===== config.mk =====
export PLATFORM = sky130hd
export DESIGN_NAME = iss_cell
export DESIGN_NICKNAME = d
export VERILOG_FILES = /design/src/rtl/core/iss_pkg.sv /design/src/rtl/core/iss_cell.sv
export SDC_FILE = /design/constraint.sdc
export NUM_CORES = 1
export LEC_CHECK = 0
export ABC_AREA = 1
export BUFFER_PORTS_ARGS = -buffer_cell sky130_fd_sc_hd__buf_2
export CAP_MARGIN = 30
export CORE_MARGIN = 2
export CORE_UTILIZATION = 42
export DETAILED_ROUTE_END_ITERATION = 8
export PLACE_DENSITY = 0.91
export SETUP_SLACK_MARGIN = 0.1
export SKIP_LAST_GASP = 1
export SLEW_MARGIN = 20
export SYNTH_ARGS = -nofsm -noshare
export SYNTH_HDL_FRONTEND = slang
export SYNTH_SLANG_ARGS = --single-unit
export TNS_END_PERCENT = 30

===== constraint.sdc =====
create_clock -name clock -period 2.8 [get_ports clock]
set_clock_uncertainty 0.05 [all_clocks]
set_input_delay 0.28 -clock clock [delete_from_list [all_inputs] [get_ports clock]]
set_output_delay 0.28 -clock clock [all_outputs]
set_load 0.01 [all_outputs]

===== src/rtl/core/iss_pkg.sv =====
// Shared types and codes for the indexed sequence store.
package iss_pkg;

   // Command codes carried in the cmd field of an input item.
   localparam logic [2:0] CMD_READ    = 3'd0;
   localparam logic [2:0] CMD_APPEND  = 3'd1;
   localparam logic [2:0] CMD_PREPEND = 3'd2;
   localparam logic [2:0] CMD_REMOVE  = 3'd3;
   localparam logic [2:0] CMD_SWAP    = 3'd4;
   localparam logic [2:0] CMD_WRITE   = 3'd5;

   // Status codes returned with every result item.
   localparam logic [1:0] STATUS_DONE  = 2'd0;
   localparam logic [1:0] STATUS_RANGE = 2'd1;
   localparam logic [1:0] STATUS_FULL  = 2'd2;

   // Widths fixed by the item fields.
   localparam int INDEX_W = 8;
   localparam int VALUE_W = 32;
   localparam int COUNT_W = 9;

   typedef struct packed {
      logic [2:0]                cmd;
      logic [INDEX_W-1:0]        index_a;
      logic [INDEX_W-1:0]        index_b;
      logic signed [VALUE_W-1:0] value_in;
   } req_type;

   typedef struct packed {
      logic signed [VALUE_W-1:0] read_value;
      logic [1:0]                status;
      logic [COUNT_W-1:0]        count;
   } rsp_type;

   // What every cell of the chain does in a given cycle.
   typedef enum logic [2:0] {
      ACT_HOLD,
      ACT_APPEND,
      ACT_PREPEND,
      ACT_REMOVE,
      ACT_WRITE,
      ACT_SWAP_PUT,
      ACT_LOAD,
      ACT_SHIFT
   } action_type;

   // Control broadcast from the sequencer to all cells.
   typedef struct packed {
      action_type         action;
      logic [INDEX_W-1:0] index_a;
      logic [INDEX_W-1:0] index_b;
      logic [VALUE_W-1:0] value;
      logic [VALUE_W-1:0] value_b;
   } cell_ctrl_type;

endpackage


===== src/rtl/core/iss_cell.sv =====
// One storage cell of the sequence chain: an element register and a scan register.
module iss_cell #(
   parameter int POS = 0,
   parameter int UW  = 9,
   parameter int CW  = 9
) (
   input  logic                       clock,
   input  iss_pkg::cell_ctrl_type     ctrl,
   input  logic [UW-1:0]              used,
   input  logic [iss_pkg::VALUE_W-1:0] left_slot,
   input  logic [iss_pkg::VALUE_W-1:0] right_slot,
   input  logic [iss_pkg::VALUE_W-1:0] right_scan,
   output logic [iss_pkg::VALUE_W-1:0] slot_out,
   output logic [iss_pkg::VALUE_W-1:0] scan_out
);

   localparam logic [CW-1:0] MY_POS = CW'(POS);

   logic [iss_pkg::VALUE_W-1:0] slot_ff, slot_in;
   logic [iss_pkg::VALUE_W-1:0] scan_ff, scan_in;
   logic                        hit_a, hit_b;

   assign hit_a = (MY_POS == CW'(ctrl.index_a));
   assign hit_b = (MY_POS == CW'(ctrl.index_b));

   always_comb begin
      slot_in = slot_ff;
      scan_in = scan_ff;
      case (ctrl.action)
         iss_pkg::ACT_APPEND: begin
            if (MY_POS == CW'(used)) slot_in = ctrl.value;
         end
         iss_pkg::ACT_PREPEND: begin
            slot_in = (POS == 0) ? ctrl.value : left_slot;
         end
         iss_pkg::ACT_REMOVE: begin
            if (MY_POS >= CW'(ctrl.index_a)) slot_in = right_slot;
         end
         iss_pkg::ACT_WRITE: begin
            if (hit_a) slot_in = ctrl.value;
         end
         iss_pkg::ACT_SWAP_PUT: begin
            // value carries the old element at index_a, value_b the one at index_b.
            if (hit_a) begin
               slot_in = ctrl.value_b;
            end else if (hit_b) begin
               slot_in = ctrl.value;
            end
         end
         iss_pkg::ACT_LOAD: begin
            scan_in = slot_ff;
         end
         iss_pkg::ACT_SHIFT: begin
            scan_in = right_scan;
         end
         default: begin
            slot_in = slot_ff;
         end
      endcase
   end

   always_ff @(posedge clock) begin
      slot_ff <= slot_in;
      scan_ff <= scan_in;
   end

   assign slot_out = slot_ff;
   assign scan_out = scan_ff;

endmodule


# --- After elaboration in Yosys (flattened, before gate mapping) ---
# Index checks and enable logic that the tools add are counted.
classes:
  order_cmp: 1
  n_eq_ne: 11
  reduce_logical: 6
  muxes: 7
op_table:
  columns: ["operator", "n"]
  rows:
  - ["$mux 32", 5]
  - ["$pmux 32 s5", 1]
  - ["$pmux 32 s2", 1]
  - ["$logic_not 8->1", 2]
  - ["$eq 3x3->1 const B", 4]
  - ["$logic_not 9->1", 1]
  - ["$ge 1x8->1 const A", 1]
  - ["$eq 3x2->1 const B", 2]
  - ["$ne 2x2->1 const B", 3]
  - ["$reduce_and 5->1", 1]
  - ["$reduce_bool 5->1", 1]
  - ["$eq 3x1->1 const B", 1]
  - ["$ne 3x3->1 const B", 1]
  - ["$reduce_bool 2->1", 1]
word_totals:
  ff_bits: 64
  input_bits: 189

# --- Depth between registers and ports, before layout ---
logic_depth:
  word_depth: 4
  ltp_mapped: 9
  mapped_depth_nobuf: 8

# --- Worst setup path after synthesis ---
# Ideal clock, no wire load.
synth_timing:
  kind: "input -> register"
  start: "input port ctrl[73] (netlist bit)"
  end: "register slot_ff (netlist bit slot_out[0]) (enable)"
  stages: 8
  arrival_time_ps: 1628
  setup_ps: 387
  slack_ps: 735
  path_cell_list: "nor2_1 > nand2_1 > nor2_2 > inv_2 > clkbuf_1 > nand2_1 > nand2_1 > inv_1"
synth_via:
  elab_chain_cells: 3
  elab_cells_between_ends: 6
  classes_between: "order compare (1); eq/ne (3); reduce/logical (2)"
synth_lines:
  columns: ["element", "line_no", "rtl"]
  rows:
  - ["start, declared", "iss_cell.sv:8", "input iss_pkg::cell_ctrl_type ctrl,"]
  - ["$ge 1x8->1 or $logic_not 8->1 (tied branches)", "iss_cell.sv:37, iss_cell.sv:23", null]
  - ["$ne 2x2->1 (no line) or $ne 3x3->1 (tied branches)", null, null]
  - ["$reduce_and 5->1 (no line) (*)", null, null]
  - ["end signal, assigned", "iss_cell.sv:63", "slot_ff <= slot_in;"]
  - ["end, declared", "iss_cell.sv:19", "logic [iss_pkg::VALUE_W-1:0] slot_ff, slot_in;"]
# Every way passes the cells marked *; elsewhere a longest branch is shown, timed or not.
# A chain may end at the register's enable or synchronous reset.

# --- Worst setup path after layout ---
layout_timing:
  start: "input port ctrl[82] (netlist bit)"
  end: "register slot_ff (netlist bit slot_out[11]), data pin"
layout_via:
  elab_chain_cells: 2
  elab_cells_between_ends: 6
  classes_between: "eq/ne (5); mux (1)"
layout_lines:
  columns: ["element", "line_no", "rtl"]
  rows:
  - ["$eq 3x3->1, or another cell as far along", "iss_cell.sv:29", "case (ctrl.action)"]
  - ["$pmux 32 s5 (*)", "iss_cell.sv:29", null]
  - ["named net slot_in (one bit)", "iss_cell.sv:19", null]
# The timed path passes the listed nets; every way through them passes the cells marked *.

==> impl_metrics.toml <==
[pwr]
leakage_nw = 2.60
switching_share_pct = 26.0
peakVddDrop_v = 0.000186
intPower_mw = 1.83
p_total_mw = 2.47
clkPwrFrac_pct = 30.5
seqPwrFrac_pct = 48.8
power.density_nw_per_um2 = 486
power.switching_uw = 642
combPwrFrac_pct = 20.7

[finish]
finalNonFillerCells = 704
area_growth_pct = 34.8
design_area_um2 = 5080
mostFrequentLayoutCells = "220 x buf_2, 80 x inv_1, 64 x edfxtp_1, 39 x nor2_1, 38 x o21ai_1"
finalNetCount = 781
drive_above_1_share_pct = 48.0
antenna_cells = 0
final_util_pct = 58.2
layout_commonest_cell = "buf_2"

[setup_path]
worst_setup_path_end_kind = "register"
path_class = "primary input to register"
arrival_ns = 1.87
cp.required_ns = 2.81
critPathLaunchType = "primary input"
cp_max_fo = 34

[sta]
setup_violations = 0
hold_viol = 0
tns_ns = 0
finalCritPeriodShare_pct = 66.4
worst_pin_slew_ns = 0.637
rsz0062_at_grt = "false"
whs_ns = 0.197
relSlewSlack_pct = 57.5
setup_slack_ns = 0.940
fin_crit_ns = 1.86
maxSlewViolCount = 0
clock.fmax_mhz = 538

[floorplanning]
start_util_pct = 43.2
dieArea_um2 = 9740
core-area_um2 = 8720
rows = 34
die_h_um = 98.7
die_w_um = 98.7
io_pins = 253

[grt]
grt_pass1_vias = 3556
grt_usage_pct = 21.4
grt_antenna_before_repair = 0
grt_first_pass_wirelength_um = 16600
overflow = 0
grt_start_max_net_pins = 39

[clocking]
root_buffer = "clkbuf_8"
clock_path_buffers = 2
cts_setup_buffers = 0
post_cts_resized = 0
cts_tree = "built"
clk_latency_ns = 0.33
clk_pin_slew_ns = 0.08
htree_num_levels = 3
postCtsHoldBufs = 0
cts_buffers = 9
cts.sink_count = 64

[synth]
synth_top_cell_area_share_pct = 51.0
synth-edff-count = 64
yosys_most_used_dff = "edfxtp_1"
syn_avg_cell_area_um2 = 10.1
ys_seq_area_share_pct = 51.0
yosys.cell_types.count = 28
synth_fp_nets = 563
synthCells = 374
yosys_warnings = 0
ys_top_cells_by_area = "edfxtp_1 51%, mux2_4 12%, inv_1 8.0%"
synth-async-reset-ratio_pct = 0
synth_seq_cells = 64
synthesis.area_um2 = 3760
synth_top_area_cell = "edfxtp_1"

[status]
status = "finished clean"

[worst_hold_path]
hp-class = "primary input to register"

[drt]
via_count = 3509
drc = 0
ant_nets = 0
avgRoutedWirePerCell_um = 15.4
drt_iter0_drc = 88
drtPass1Iterations = 5
wl_um = 10900
viasPerCell = 4.98

[job]
maxCapViolations = 0

[placed_design]
dpl_cell_area_um2 = 4900
dp.cells = 689
port-buffer-count = 220
post-dp-hpwl_um = 7940
pre_cts_slack_ns = 0.666
gp_congestion = 0.892
## critical path: stages
cell and delay (ns):
buf_2 0.13, inv_2 0.14, nand3_4 0.40, o21ai_4 0.15, buf_4 0.42, o22ai_1 0.14
inv_1 0.10, o21ai_1 0.09
## path summary, 6_finish.rpt
path | endpoint | slack [ns] | cells after the start | start
max | slot_out[11] | 0.94 | 8 | ctrl[82]
min | scan_out[29] | 0.20 | 2 | right_scan[29]
max reg2reg | scan_out[31] | 1.80 | 1 | slot_out[31]
min reg2reg | scan_out[4] | 0.53 | 1 | slot_out[4]
## power groups by stage
| stage | Clock (mW) | Combinational (mW) | Sequential, mW |
|---|---|---|---|
| 2_1_floorplan | 0 | 0.235 | 1.26 |
| 3_3_place_gp | 0 | 0.491 | 1.22 |
| 3_5_place_dp | 0 | 0.511 | 1.23 |
| 4_1_cts | 0.771 | 0.512 | 1.20 |
| 5_1_grt | 0.799 | 0.555 | 1.21 |
| 6_report | 0.752 | 0.512 | 1.20 |
## cells in the mapped netlist, types with 3 or more instances
library cell	instances
mux2_4	30
nand4_1	7
nor3_1	6
inv_1	80
o22ai_1	26
clkbuf_1	3
nor2_1	39
buf_4	3
buf_6	8
o21ai_1	38
buf_2	4
o21ai_0	20
a21oi_2	4
nand2_1	23
edfxtp_1	64
inv_2	3
## sequential cells by signal (all words and copies together) (netlist names)
register / flops
scan_out: 32
slot_out: 32
## cells by family (layout without fill, tap and decap cells)
kind of cell,count (synthesis),after routing,share of synthesized area (%)
flops,64,64,51.0
buf+inv,104,326,12.6
mux,32,32,12.6
compound gates,92,92,13.9
simple gates,82,82,9.94
## final cells by class
type	count	area [um^2]
multi-input combinational	206	1370
sequential	64	1920
clock buffer	10	128
timing repair buffer	226	1150
clock inverter	5	48.8
inverter	85	323
fill	746	3640
tap	108	135
## metal layers
layer / track usage [%] / routed length, um / up-vias
met3: 4.54 / 789 / 16
li1: - / - / 1702
met1: 23.6 / 4070 / 1613
met5: 0 / 0 / -
met2: 40.5 / 5820 / 178
met4: 7.69 / 174 / 0
Power figures use the tool's default switching activity.
